===== config.mk =====
export PLATFORM = sky130hd
export DESIGN_NAME = fen_string_validator
export DESIGN_NICKNAME = d
export VERILOG_FILES = /design/src/rtl/fsv_pkg.sv /design/src/rtl/fsv_front.sv /design/src/rtl/fsv_queue.sv /design/src/rtl/fsv_back.sv /design/src/rtl/fen_string_validator.sv
export SDC_FILE = /design/constraint.sdc
export NUM_CORES = 1
export LEC_CHECK = 0
export BUFFER_PORTS_ARGS = -buffer_cell sky130_fd_sc_hd__buf_2
export CORE_MARGIN = 2
export CORE_UTILIZATION = 64
export CTS_CLUSTER_DIAMETER = 60
export DETAILED_ROUTE_END_ITERATION = 12
export GPL_TIMING_DRIVEN = 1
export PLACE_DENSITY_LB_ADDON = 0.2
export RECOVER_POWER = 50
export SLEW_MARGIN = 20
export SYNTH_ARGS = -nofsm -noshare
export SYNTH_HDL_FRONTEND = slang
export SYNTH_SLANG_ARGS = --single-unit

===== constraint.sdc =====
create_clock -name clk -period 4.3 [get_ports clk]
set_input_delay 0 -clock clk [delete_from_list [all_inputs] [get_ports clk]]
set_output_delay 0 -clock clk [all_outputs]
set_load 0.02 [all_outputs]

===== src/rtl/fsv_pkg.sv =====
// shared types, character codes and constants of the position string validator
package fsv_pkg;

    // default depth of the queue between the front and back parts
    localparam int QUEUE_DEPTH_DEF = 2;

    // character codes
    localparam logic [7:0] CH_SPACE = 8'd32;
    localparam logic [7:0] CH_TAB   = 8'd9;
    localparam logic [7:0] CH_CR    = 8'd13;
    localparam logic [7:0] CH_SLASH = 8'h2F;
    localparam logic [7:0] CH_MINUS = 8'h2D;
    localparam logic [7:0] CH_ZERO  = 8'h30;
    localparam logic [7:0] CH_ONE   = 8'h31;
    localparam logic [7:0] CH_EIGHT = 8'h38;
    localparam logic [7:0] CH_NINE  = 8'h39;
    localparam logic [7:0] CH_LO_A  = 8'h61;
    localparam logic [7:0] CH_LO_H  = 8'h68;
    localparam logic [7:0] CH_LO_W  = 8'h77;
    localparam logic [7:0] CH_LO_B  = 8'h62;
    localparam logic [7:0] CH_UP_K  = 8'h4B;
    localparam logic [7:0] CH_UP_Q  = 8'h51;
    localparam logic [7:0] CH_LO_K  = 8'h6B;
    localparam logic [7:0] CH_LO_Q  = 8'h71;

    // token numbers
    localparam logic [2:0] TOK_PLACE    = 3'd1;
    localparam logic [2:0] TOK_SIDE     = 3'd2;
    localparam logic [2:0] TOK_CASTLE   = 3'd3;
    localparam logic [2:0] TOK_EP       = 3'd4;
    localparam logic [2:0] TOK_HALFMOVE = 3'd5;
    localparam logic [2:0] TOK_FULLMOVE = 3'd6;
    localparam logic [2:0] TOK_MAX      = 3'd7;

    // board limits
    localparam logic [3:0] FILE_COUNT = 4'd8;
    localparam logic [2:0] RANK_TOP   = 3'd7;

    // largest signed 32-bit magnitude
    localparam logic [30:0] INT_LIMIT = 31'h7FFF_FFFF;

    // classified input beat
    typedef struct packed {
        logic       is_end;
        logic       is_space;
        logic       is_slash;
        logic       is_minus;
        logic       is_digit;
        logic [3:0] digit;
        logic       is_piece;
        logic       is_castle;
        logic [1:0] castle_idx;
        logic       is_wb;
        logic       is_ah;
        logic       is_18;
    } fsv_item_t;

    // queue status seen by both sides
    typedef struct packed {
        logic empty;
        logic full;
    } fsv_qstat_t;

    // number token flags
    typedef struct packed {
        logic over;
        logic nonzero;
        logic digit;
        logic minus;
    } fsv_numflags_t;

endpackage


===== src/rtl/fsv_front.sv =====
// front part: input handshake and character classification
module fsv_front
    import fsv_pkg::*;
(
    input  logic       in_valid,
    output logic       in_stall,
    input  logic [7:0] char_code,
    input  logic       is_end,
    input  fsv_qstat_t qstat,
    output logic       push,
    output fsv_item_t  item
);

    // accept while the queue has room
    assign in_stall = qstat.full;
    assign push     = in_valid && !qstat.full;

    // classify the byte
    always_comb
    begin
        item            = '0;
        item.is_end     = is_end;
        item.is_space   = (char_code == CH_SPACE) ||
                          (char_code >= CH_TAB && char_code <= CH_CR);
        item.is_slash   = (char_code == CH_SLASH);
        item.is_minus   = (char_code == CH_MINUS);
        item.is_digit   = (char_code >= CH_ZERO && char_code <= CH_NINE);
        item.digit      = char_code[3:0];
        item.is_wb      = (char_code == CH_LO_W) || (char_code == CH_LO_B);
        item.is_ah      = (char_code >= CH_LO_A && char_code <= CH_LO_H);
        item.is_18      = (char_code >= CH_ONE && char_code <= CH_EIGHT);
        unique case (char_code)
            8'h50, 8'h4E, 8'h42, 8'h52, 8'h51, 8'h4B,
            8'h70, 8'h6E, 8'h62, 8'h72, 8'h71, 8'h6B: item.is_piece = 1'b1;
            default:                                  item.is_piece = 1'b0;
        endcase
        unique case (char_code)
            CH_UP_K:
            begin
                item.is_castle  = 1'b1;
                item.castle_idx = 2'd0;
            end
            CH_UP_Q:
            begin
                item.is_castle  = 1'b1;
                item.castle_idx = 2'd1;
            end
            CH_LO_K:
            begin
                item.is_castle  = 1'b1;
                item.castle_idx = 2'd2;
            end
            CH_LO_Q:
            begin
                item.is_castle  = 1'b1;
                item.castle_idx = 2'd3;
            end
            default:
            begin
                item.is_castle  = 1'b0;
                item.castle_idx = 2'd0;
            end
        endcase
    end

endmodule


===== src/rtl/fsv_queue.sv =====
// short queue of classified beats between front and back
module fsv_queue
    import fsv_pkg::*;
#(
    parameter int DEPTH = QUEUE_DEPTH_DEF
)
(
    input  logic       clk,
    input  logic       rst_n,
    input  logic       push,
    input  fsv_item_t  push_item,
    input  logic       pop,
    output fsv_item_t  head_item,
    output fsv_qstat_t qstat
);

    localparam int PW = $clog2(DEPTH);
    localparam int CW = $clog2(DEPTH + 1);
    localparam logic [PW-1:0] PTR_LAST = PW'(DEPTH - 1);
    localparam logic [CW-1:0] CNT_FULL = CW'(DEPTH);

    fsv_item_t     slot_reg [DEPTH];
    logic [PW-1:0] wr_ptr_reg, wr_ptr_next;
    logic [PW-1:0] rd_ptr_reg, rd_ptr_next;
    logic [CW-1:0] count_reg, count_next;

    // status and head
    assign qstat.empty = (count_reg == '0);
    assign qstat.full  = (count_reg == CNT_FULL);
    assign head_item   = slot_reg[rd_ptr_reg];

    // pointer and count update
    always_comb
    begin
        wr_ptr_next = wr_ptr_reg;
        rd_ptr_next = rd_ptr_reg;
        count_next  = count_reg;
        if (push)
        begin
            wr_ptr_next = (wr_ptr_reg == PTR_LAST) ? '0 : wr_ptr_reg + 1'b1;
        end
        if (pop)
        begin
            rd_ptr_next = (rd_ptr_reg == PTR_LAST) ? '0 : rd_ptr_reg + 1'b1;
        end
        if (push && !pop)
        begin
            count_next = count_reg + 1'b1;
        end
        else if (pop && !push)
        begin
            count_next = count_reg - 1'b1;
        end
    end

    // control registers
    always_ff @(posedge clk or negedge rst_n)
    begin
        if (!rst_n)
        begin
            wr_ptr_reg <= '0;
            rd_ptr_reg <= '0;
            count_reg  <= '0;
        end
        else
        begin
            wr_ptr_reg <= wr_ptr_next;
            rd_ptr_reg <= rd_ptr_next;
            count_reg  <= count_next;
        end
    end

    // slot storage
    always_ff @(posedge clk)
    begin
        if (push)
        begin
            slot_reg[wr_ptr_reg] <= push_item;
        end
    end

endmodule


===== src/rtl/fsv_back.sv =====
// back part: token and field checks, verdict register
module fsv_back
    import fsv_pkg::*;
(
    input  logic       clk,
    input  logic       rst_n,
    input  fsv_item_t  head_item,
    input  fsv_qstat_t qstat,
    output logic       pop,
    output logic       out_valid,
    input  logic       out_stall,
    output logic       fen_valid
);

    logic          tok_lt6;
    logic [2:0]    tok_reg, tok_next, tok_eff;
    logic          inside_reg, inside_next;
    logic          failed_reg, failed_next;
    logic [1:0]    cic_reg, cic_next;
    logic          first_minus_reg, first_minus_next;
    logic          first_wb_reg, first_wb_next;
    logic          first_ah_reg, first_ah_next;
    logic [2:0]    rank_reg, rank_next;
    logic [3:0]    file_reg, file_next;
    logic [3:0]    castle_reg, castle_next;
    logic [30:0]   num_reg, num_next;
    fsv_numflags_t flags_reg, flags_next;
    logic          out_valid_reg, out_valid_next;
    logic          verdict_reg, verdict_next;

    logic          close_ok;
    logic [4:0]    file_sum;
    logic [34:0]   num_wide;
    logic          num_over;
    logic          fail_byte;

    // take a beat unless it is an end beat and the result slot is blocked
    assign pop = !qstat.empty &&
                 (!head_item.is_end || !out_valid_reg || !out_stall);

    assign out_valid = out_valid_reg;
    assign fen_valid = verdict_reg;

    // token number of the byte, counting a new token
    assign tok_lt6 = 1'b0;
    assign tok_eff = (inside_reg || tok_reg == TOK_MAX) ? tok_reg : tok_reg + 1'b1;

    // shared arithmetic
    assign file_sum = {1'b0, file_reg} + {1'b0, head_item.digit};
    assign num_wide = ({4'b0, num_reg} << 3) + ({4'b0, num_reg} << 1) +
                      {31'b0, head_item.digit};
    assign num_over = num_wide > {4'b0, INT_LIMIT};

    // check at the close of the current token
    always_comb
    begin
        unique case (tok_reg)
            TOK_PLACE:
                close_ok = (rank_reg == '0) && (file_reg == FILE_COUNT);
            TOK_SIDE:
                close_ok = (cic_reg == 2'd1) && first_wb_reg;
            TOK_EP:
                close_ok = ((cic_reg == 2'd1) && first_minus_reg) ||
                           ((cic_reg == 2'd2) && first_ah_reg);
            TOK_HALFMOVE, TOK_FULLMOVE:
            begin
                if (!flags_reg.digit || flags_reg.over)
                begin
                    close_ok = 1'b0;
                end
                else if (flags_reg.nonzero)
                begin
                    close_ok = !flags_reg.minus;
                end
                else
                begin
                    close_ok = (tok_reg == TOK_HALFMOVE);
                end
            end
            default:
                close_ok = 1'b1;
        endcase
    end

    // state update for one beat
    always_comb
    begin
        tok_next         = tok_reg;
        inside_next      = inside_reg;
        failed_next      = failed_reg;
        cic_next         = cic_reg;
        first_minus_next = first_minus_reg;
        first_wb_next    = first_wb_reg;
        first_ah_next    = first_ah_reg;
        rank_next        = rank_reg;
        file_next        = file_reg;
        castle_next      = castle_reg;
        num_next         = num_reg;
        flags_next       = flags_reg;
        verdict_next     = verdict_reg;
        out_valid_next   = out_valid_reg && out_stall;
        fail_byte        = 1'b0;

        if (pop)
        begin
            priority if (head_item.is_end)
            begin
                // verdict, then back to the reset state
                out_valid_next   = 1'b1;
                verdict_next     = !(failed_reg || (inside_reg && !close_ok)) &&
                                   (tok_reg == TOK_FULLMOVE);
                tok_next         = '0;
                inside_next      = 1'b0;
                failed_next      = 1'b0;
                cic_next         = '0;
                first_minus_next = 1'b0;
                first_wb_next    = 1'b0;
                first_ah_next    = 1'b0;
                rank_next        = RANK_TOP;
                file_next        = '0;
                castle_next      = '0;
                num_next         = '0;
                flags_next       = '0;
            end
            else if (head_item.is_space)
            begin
                // whitespace closes an open token
                if (inside_reg)
                begin
                    failed_next      = failed_reg || !close_ok;
                    inside_next      = 1'b0;
                    cic_next         = '0;
                    first_minus_next = 1'b0;
                    first_wb_next    = 1'b0;
                    first_ah_next    = 1'b0;
                    num_next         = '0;
                    flags_next       = '0;
                end
            end
            else
            begin
                inside_next = 1'b1;
                tok_next    = tok_eff;
                unique case (tok_eff)
                    // piece placement
                    TOK_PLACE:
                    begin
                        priority if (head_item.is_slash)
                        begin
                            if (file_reg != FILE_COUNT || rank_reg == '0)
                            begin
                                fail_byte = 1'b1;
                            end
                            else
                            begin
                                rank_next = rank_reg - 1'b1;
                                file_next = '0;
                            end
                        end
                        else if (head_item.is_digit)
                        begin
                            if (head_item.digit == 4'd0 || head_item.digit == 4'd9 ||
                                file_sum > {1'b0, FILE_COUNT})
                            begin
                                fail_byte = 1'b1;
                            end
                            else
                            begin
                                file_next = file_sum[3:0];
                            end
                        end
                        else
                        begin
                            if (!head_item.is_piece || file_reg >= FILE_COUNT)
                            begin
                                fail_byte = 1'b1;
                            end
                            else
                            begin
                                file_next = file_reg + 1'b1;
                            end
                        end
                    end
                    // castling rights
                    TOK_CASTLE:
                    begin
                        priority if (cic_reg != '0 && first_minus_reg)
                        begin
                            fail_byte = 1'b1;
                        end
                        else if (head_item.is_castle)
                        begin
                            fail_byte = castle_reg[head_item.castle_idx];
                            castle_next[head_item.castle_idx] = 1'b1;
                        end
                        else
                        begin
                            fail_byte = !(head_item.is_minus && cic_reg == '0);
                        end
                    end
                    // en passant rank digit
                    TOK_EP:
                    begin
                        fail_byte = (cic_reg == 2'd1) && !head_item.is_18;
                    end
                    // move counters
                    TOK_HALFMOVE, TOK_FULLMOVE:
                    begin
                        priority if (head_item.is_minus && cic_reg == '0)
                        begin
                            flags_next.minus = 1'b1;
                        end
                        else if (head_item.is_digit)
                        begin
                            flags_next.digit = 1'b1;
                            if (head_item.digit != 4'd0)
                            begin
                                flags_next.nonzero = 1'b1;
                            end
                            if (num_over)
                            begin
                                flags_next.over = 1'b1;
                                num_next        = INT_LIMIT;
                            end
                            else
                            begin
                                num_next = num_wide[30:0];
                            end
                        end
                        else
                        begin
                            fail_byte = 1'b1;
                        end
                    end
                    default:
                    begin
                        fail_byte = tok_lt6;
                    end
                endcase
                failed_next = failed_reg || fail_byte;
                // remember what the first byte was
                if (cic_reg == '0)
                begin
                    first_minus_next = head_item.is_minus;
                    first_wb_next    = head_item.is_wb;
                    first_ah_next    = head_item.is_ah;
                end
                if (cic_reg != 2'd3)
                begin
                    cic_next = cic_reg + 1'b1;
                end
            end
        end
    end

    // control state
    always_ff @(posedge clk or negedge rst_n)
    begin
        if (!rst_n)
        begin
            tok_reg         <= '0;
            inside_reg      <= 1'b0;
            failed_reg      <= 1'b0;
            cic_reg         <= '0;
            first_minus_reg <= 1'b0;
            first_wb_reg    <= 1'b0;
            first_ah_reg    <= 1'b0;
            rank_reg        <= RANK_TOP;
            file_reg        <= '0;
            castle_reg      <= '0;
            num_reg         <= '0;
            flags_reg       <= '0;
            out_valid_reg   <= 1'b0;
        end
        else
        begin
            tok_reg         <= tok_next;
            inside_reg      <= inside_next;
            failed_reg      <= failed_next;
            cic_reg         <= cic_next;
            first_minus_reg <= first_minus_next;
            first_wb_reg    <= first_wb_next;
            first_ah_reg    <= first_ah_next;
            rank_reg        <= rank_next;
            file_reg        <= file_next;
            castle_reg      <= castle_next;
            num_reg         <= num_next;
            flags_reg       <= flags_next;
            out_valid_reg   <= out_valid_next;
        end
    end

    // verdict payload
    always_ff @(posedge clk)
    begin
        verdict_reg <= verdict_next;
    end

endmodule


===== src/rtl/fen_string_validator.sv =====
// top level of the position string validator
//
//   channel  direction  handshake             payload
//   in       input      in_valid / in_stall   char_code, is_end
//   out      output     out_valid / out_stall fen_valid
//
// one beat per cycle enters while the queue has room; the back part retires one queued beat per cycle
// while the queue is not empty. a verdict is valid in the cycle after its end beat is taken.
// the verdict register holds one result; a stalled result blocks only end beats.
// reset clears the queue and all token state; no clearing pass is needed.
module fen_string_validator
    import fsv_pkg::*;
#(
    parameter int QUEUE_DEPTH = QUEUE_DEPTH_DEF
)
(
    input  logic       clk,
    input  logic       rst_n,
    input  logic       in_valid,
    output logic       in_stall,
    input  logic [7:0] char_code,
    input  logic       is_end,
    output logic       out_valid,
    input  logic       out_stall,
    output logic       fen_valid
);

    fsv_item_t  push_item;
    fsv_item_t  head_item;
    fsv_qstat_t qstat;
    logic       push;
    logic       pop;

    // classification
    fsv_front u_front
    (
        .in_valid  (in_valid),
        .in_stall  (in_stall),
        .char_code (char_code),
        .is_end    (is_end),
        .qstat     (qstat),
        .push      (push),
        .item      (push_item)
    );

    // decoupling queue
    fsv_queue #(
        .DEPTH (QUEUE_DEPTH)
    ) u_queue
    (
        .clk       (clk),
        .rst_n     (rst_n),
        .push      (push),
        .push_item (push_item),
        .pop       (pop),
        .head_item (head_item),
        .qstat     (qstat)
    );

    // checks and verdict
    fsv_back u_back
    (
        .clk       (clk),
        .rst_n     (rst_n),
        .head_item (head_item),
        .qstat     (qstat),
        .pop       (pop),
        .out_valid (out_valid),
        .out_stall (out_stall),
        .fen_valid (fen_valid)
    );

`ifndef ASSERT_OFF
    // a retired end beat always leaves a result behind
    a_end_gives_result: assert property (@(posedge clk) disable iff (!rst_n)
        (pop && head_item.is_end) |=> out_valid)
        else $error("end beat retired without a result");

    // the back part never retires from an empty queue
    a_pop_not_empty: assert property (@(posedge clk) disable iff (!rst_n)
        pop |-> !qstat.empty)
        else $error("pop from empty queue");

    // a lone push leaves the queue non-empty
    a_push_fills: assert property (@(posedge clk) disable iff (!rst_n)
        (push && !pop) |=> !qstat.empty)
        else $error("pushed beat lost");
`endif

endmodule

Word-level counts from Yosys, hierarchy flattened:

Memories as Yosys holds them, arrays and structs flattened.
Cells that the tools add are included.

* memories: 1
* bits in registers: 62
* bits in writable memories: 32
* logic and storage cells: 254
* input port bits: 13
* memory bits (read-only): 0
* bits in latches: 0
* output and inout bits: 3

* magnitude comparators: 13
* bitwise gates (word level): 1
* eq/ne operators: 42
* shift-type cells: 0
* add/subtract/negate cells: 11
* multipliers: 0
* reduce and logical (&&, ||, !) cells: 80
* div/mod/pow operators: 0
* mux-type cells: 86

Memories
* u_queue.slot_reg: depth 2, bits a word 16, rd ports 1, clocked after memory_dff 0, write ports 1, line fsv_queue.sv:22 `fsv_item_t slot_reg [DEPTH];`

Operator list (number)
* 31-bit two-way mux: 7
* 8-bit by 7-bit equality test with 1-bit output (second input constant): 13
* 4-bit two-way mux: 17
* 1-bit two-way mux: 41
* 34-bit by 32-bit adder with 35-bit output: 1
* 35-bit by 4-bit adder with 35-bit output: 1
* 35-bit by 31-bit greater-than comparator with 1-bit output (second input constant): 1
* 3-bit two-way mux: 10
* 8-bit by 6-bit equality test with 1-bit output (second input constant): 3
* 3-bit equality test (second input constant): 7
* 3-bit nonzero test: 7
* 1-bit logical AND: 19
* 6-bit AND reduction: 3
* 8-bit by 6-bit >= comparator with 1-bit output (second input constant): 2
* 8-bit by 6-bit <= comparator with 1-bit output (second input constant): 2
* 5-bit AND reduction: 3
* 1-bit zero test: 14
* 1-bit logical OR: 14
* 2-bit two-way mux: 6
* 3-bit one-hot mux with 4 select lines: 1
* 2-bit nonzero test: 6
* 12-bit OR reduction: 1
* 4-bit equality test (second input constant): 2
* 8-bit by 4-bit >= comparator with 1-bit output (second input constant): 1
* 36 further kinds: 51

Depth between registers and ports, before layout:

An unclocked memory read counts as a cell.

* word-level depth: 14
* depth in mapped cells: 17
* gate-level depth less buffers: 13

Hierarchy:

From an unflattened synthesis, not the netlist that was laid out.

* cell total of the unflattened synthesis: 741
* area, all modules: 7069.3 um^2

Modules (own cells, without submodules)
* fsv_back: cells an instance 626, area an instance 5367.6 um^2, instances 1, sequential area each 1460.2 um^2
* fsv_queue: cells an instance 66, area an instance 1392.6 um^2, instances 1, sequential area each 1061.0 um^2
* fsv_front: cells an instance 49, area an instance 309.0 um^2, instances 1, sequential area each 0.0 um^2

Least setup slack after synthesis:

No wires, ideal clock.

* kind: register to register
* start point: register u_queue.rd_ptr_reg
* end point: register u_back.num_reg[3]
* library setup time: 134 ps
* cell stages (with the launch flop): 18
* arrival time: 3654 ps
* required time: 4166 ps
* slack: 512 ps
* buffers on the path: 4
* period minus slack after synthesis: 3788 ps
* cell sequence: dfrtp_1 -> buf_6 -> buf_6 -> buf_2 -> mux2_2 -> ha_1 -> ha_1 -> inv_1 -> fa_1 -> nand2b_1 -> a21oi_1 -> o211ai_2 -> o211ai_2 -> a2111oi_4 -> a211o_2 -> a21oi_4 -> buf_12 -> a31oi_4

* longest elaborated chain between the ends: 9
* elaborated cells on any way between the ends: 19
* classes of those cells: add/sub (1); order compare (1); eq/ne (2); mux (6); reduce/logical (8); memory (1)

Ends and longest elaborated chain
* start, declared: line fsv_queue.sv:24 `logic [PW-1:0] rd_ptr_reg, rd_ptr_next;`
* start signal, assigned: line fsv_queue.sv:68 `rd_ptr_reg <= rd_ptr_next;`
* memory 2 x 16 bit *
* 35-bit by 4-bit adder with 35-bit output: line fsv_back.sv:50 `assign num_wide = ({4'b0, num_reg} << 3) + ({4'b0, num_reg} << 1) +`
* 35-bit by 31-bit greater-than comparator with 1-bit output: line fsv_back.sv:52 `assign num_over = num_wide > {4'b0, INT_LIMIT};`
* 31-bit two-way mux: line fsv_back.sv:220 `if (num_over)`
* 31-bit two-way mux: line fsv_back.sv:213 `else if (head_item.is_digit)`
* 31-bit two-way mux: line fsv_back.sv:209 `priority if (head_item.is_minus && cic_reg == '0)`
* 31-bit two-way mux: line fsv_back.sv:144 `unique case (tok_eff)`
* 31-bit two-way mux: line fsv_back.sv:125 `else if (head_item.is_space)`
* 31-bit two-way mux: line fsv_back.sv:106 `priority if (head_item.is_end)`
* end signal, assigned: line fsv_back.sv:287 `num_reg <= num_next;`
* end, declared: line fsv_back.sv:26 `logic [30:0] num_reg, num_next;`

Every way passes the cells marked *; elsewhere a longest branch is shown, timed or not. The select of a mux whose other input is x is not followed.
A chain may end at the register's enable or synchronous reset.

Worst setup path after layout:

* start point: register u_queue.rd_ptr_reg
* end point: register u_back.num_reg[7]

The elaborated chain is that of the path after synthesis.

==> results.toml <==
[logic_synthesis]
synth_adder_area_share_pct = 14.8
yosys_warn_count = 0
synth_xor_xnor_area_share_pct = 4.43
synth_top_flop_cell = "sky130_fd_sc_hd__dfrtp_1"
cells_after_synthesis = 754
synthMuxAreaShare_pct = 4.05
ys_types = 80
synthSimpleGateAreaFrac_pct = 14.8
synthArstFlopShare_pct = 64.9
synth-seq-area-share_pct = 35.6
post_synthesis_register_bit_count = 94
synth-edff-count = 33
avgSynthCellArea_um2 = 9.39
synth_area_um2 = 7080
syn_nets = 849
largest_family_of_logic_cells_by_synthesized_area = "compound AO/OA/AOI/OAI gates"
synth-compound-area-share_pct = 22.0

[worst_setup_path]
end_kind = "register"
crit_path_max_fanout = 24
timing.critical_path.required_ps = 4520
critPathKind = "register to register"
critPathLaunchType = "register"
critPathArrivalTime_ps = 4220

[floorplanning]
ios = 16
die_w_um = 109
initial_core_util_pct = 65.3
num_rows = 38
fp.dieArea_um2 = 11900
die_ht_um = 109
core_region_area_um2 = 10800

[finish]
nets = 857
highest_count_cells_in_the_layout_ignoring_fill_and_taps = "sky130_fd_sc_hd__ha_1 (79), sky130_fd_sc_hd__nand2_1 (78), sky130_fd_sc_hd__nor2_1 (60), sky130_fd_sc_hd__o21ai_0 (60), sky130_fd_sc_hd__dfrtp_1 (58)"
syn_to_final_growth_pct = 6.20
most_frequent_standard_cell_in_the_layout_excluding_fill_and_tap_cells = "sky130_fd_sc_hd__ha_1"
antenna-diode-count = 0
largest_register_ffs = 32
layout.filler_cells = 876
post-route-cell-area_um2 = 7520
final_layout_size_suffix_gt1_share_pct = 8.87

[grt]
first_pass_grt_wire_length_mm = 27.2
grtUsageTotal_pct = 29.3
grt_antenna_before_repair = 0
grt.overflow.total = 0
first_global_vias = 5688
grt_start_max_net_pins = 62

[placement]
dp.final_hpwl_mm = 12.0
place_ws_ps = 313
routability_cong = 0.950
postPlaceCellArea_um2 = 7210
buffer_ports.inserted = 15

[cts]
tritoncts = "yes"
ctsRootBufferMaster = "sky130_fd_sc_hd__clkbuf_8"
cts-buffers-inserted = 9
clock-sinks = 94
clockBufferDepth = 2
worstSkewPairLatency_ps = 360
cts.clk_slew.worst_paths_ps = 100
cts_setup_buffers = 0
cts_max_level = 3

[timing]
period_needed_ps = 4000
slew_viol_final = 62
worst-slew-pin-transition_ps = 3440
clock_skew_ps = 15.3
rsz_0062_raised_after_global_routing = "false"
maxSlewHeadroom_pct = -129
hold_slack_ps = 53.9
finalWorstSetupSlack_ps = 301
fmax_mhz = 250
min_period_over_period_pct = 93.0
setup_viol = 0
tns_ps = 0
final_hold_viol_count = 0

[outcome]
violations = "max-capacitance violations, max-slew violations"
status = "finished with violations"

[job]
max_cap_violations = 1

[route]
drc_errors_left = 0
drt-total-wl_mm = 16.0
drt_pass1_iterations = 5
via_per_inst = 6.39
route.vias.total = 5792
wl_per_cell_um = 17.7
drt_first_iter_violations = 361
route.antenna.remaining_nets = 0

[min_path]
min_path_type = "input pin to register"
[logic make-up (layout without fill, tap and decap cells)]
| group | count (synthesis) | count (layout) |
|---|---|---|
| AOI/OAI and AO/OA | 230 | 230 |
| xor gates and xnor gates | 35 | 35 |
| adders and majority gates | 82 | 82 |
| buffers and inverters | 64 | 77 |
| DFF | 94 | 94 |
| and+or+nand+nor | 225 | 225 |
| muxes | 24 | 24 |
[metal layers]
metal  vias up  global-route usage, %  wire length, µm
met3        27                   4.54              694
met1      2782                   36.9             6880
li1       2792                      -                -
met5         -                      0                0
met4         0                   8.59              267
met2       191                   52.0             8210
[critical path, stage by stage (launching register included)]
cell and delay (ps):
sky130_fd_sc_hd__dfrtp_1 540, sky130_fd_sc_hd__mux2_2 400, sky130_fd_sc_hd__ha_1 290, sky130_fd_sc_hd__ha_1 210, sky130_fd_sc_hd__inv_1 70, sky130_fd_sc_hd__fa_1 390
sky130_fd_sc_hd__nand2b_1 180, sky130_fd_sc_hd__a21oi_1 250, sky130_fd_sc_hd__o211ai_2 180, sky130_fd_sc_hd__o211ai_2 260, sky130_fd_sc_hd__a2111oi_4 120, sky130_fd_sc_hd__a211o_2 330
sky130_fd_sc_hd__a21oi_4 280, sky130_fd_sc_hd__buf_12 220, sky130_fd_sc_hd__a31oi_1 120
[cells in the mapped netlist (4+ instances only)]
cell	count	area (µm²)
sky130_fd_sc_hd__nor4_1	6	37.5
sky130_fd_sc_hd__nand2_1	78	293
sky130_fd_sc_hd__mux2_2	7	78.8
sky130_fd_sc_hd__o211ai_1	5	37.5
sky130_fd_sc_hd__edfxtp_1	33	991
sky130_fd_sc_hd__nand2b_1	11	68.8
sky130_fd_sc_hd__nand4_1	5	31.3
sky130_fd_sc_hd__o22ai_1	5	31.3
sky130_fd_sc_hd__and2_1	7	43.8
sky130_fd_sc_hd__nor2_1	60	225
sky130_fd_sc_hd__buf_6	4	45.0
sky130_fd_sc_hd__nand3_1	18	90.1
sky130_fd_sc_hd__a211oi_1	8	60.1
sky130_fd_sc_hd__clkbuf_1	16	60.1
sky130_fd_sc_hd__a21oi_1	53	265
sky130_fd_sc_hd__ha_1	79	988
sky130_fd_sc_hd__buf_2	10	50.1
sky130_fd_sc_hd__xor2_1	16	140
sky130_fd_sc_hd__a21o_1	9	67.6
sky130_fd_sc_hd__o21ai_2	7	61.3
sky130_fd_sc_hd__and3_1	5	31.3
sky130_fd_sc_hd__o21a_1	4	30.0
sky130_fd_sc_hd__dfrtp_1	58	1450
sky130_fd_sc_hd__a31oi_1	23	144
sky130_fd_sc_hd__mux2i_1	14	140
sky130_fd_sc_hd__inv_1	31	116
sky130_fd_sc_hd__o21ai_1	4	20.0
sky130_fd_sc_hd__nor3_1	17	85.1
sky130_fd_sc_hd__xnor2_1	18	158
sky130_fd_sc_hd__o21ai_0	60	300
[worst paths after layout]
kind	start	end	slack, ps	depth (start not counted)
worst max-delay path	u_queue.rd_ptr_reg$_DFFE_PN0P_	u_back.num_reg[7]$_DFFE_PN0P_	300	14
worst min-delay path	char_code[5]	u_queue.slot_reg[0][4]$_DFFE_PP_	50	2
worst max register to register	u_queue.rd_ptr_reg$_DFFE_PN0P_	u_back.num_reg[7]$_DFFE_PN0P_	300	14
worst min register to register	u_back.flags_reg[3]$_DFFE_PN0P_	u_back.flags_reg[3]$_DFFE_PN0P_	510	2
max in group asynchronous	rst_n	u_back.castle_reg[3]$_DFFE_PN0P_	930	3
min in group asynchronous	rst_n	u_back.num_reg[2]$_DFFE_PN0P_	1420	3
[through the flow]
step / instances / util, %
after floorplan: 754 / -
after global placement: 883 / 66.5
after detailed placement: 883 / 66.5
after CTS: 907 / 69.5
after global routing: 907 / 69.4
final: 907 / 69.4
[cell type report]
| type | instances | area, µm² | area share [%] |
|---|---|---|---|
| clock buffer | 10 | 128 | 1.70 |
| clock inverter | 6 | 116 | 1.55 |
| inverter | 31 | 116 | 1.55 |
| multi-input combinational | 596 | 4260 | 56.6 |
| sequential | 94 | 2520 | 33.5 |
| tap | 140 | 175 | 2.33 |
| timing repair buffer | 30 | 208 | 2.76 |
[timing repair]
item	in CTS	in global routing
hold buffers	8	0
endpoints found under the hold margin	70	0
resized for setup	0	0
Power is not shown: default switching activity piles up to over one toggle a cycle in this logic, so the estimate is an artifact.
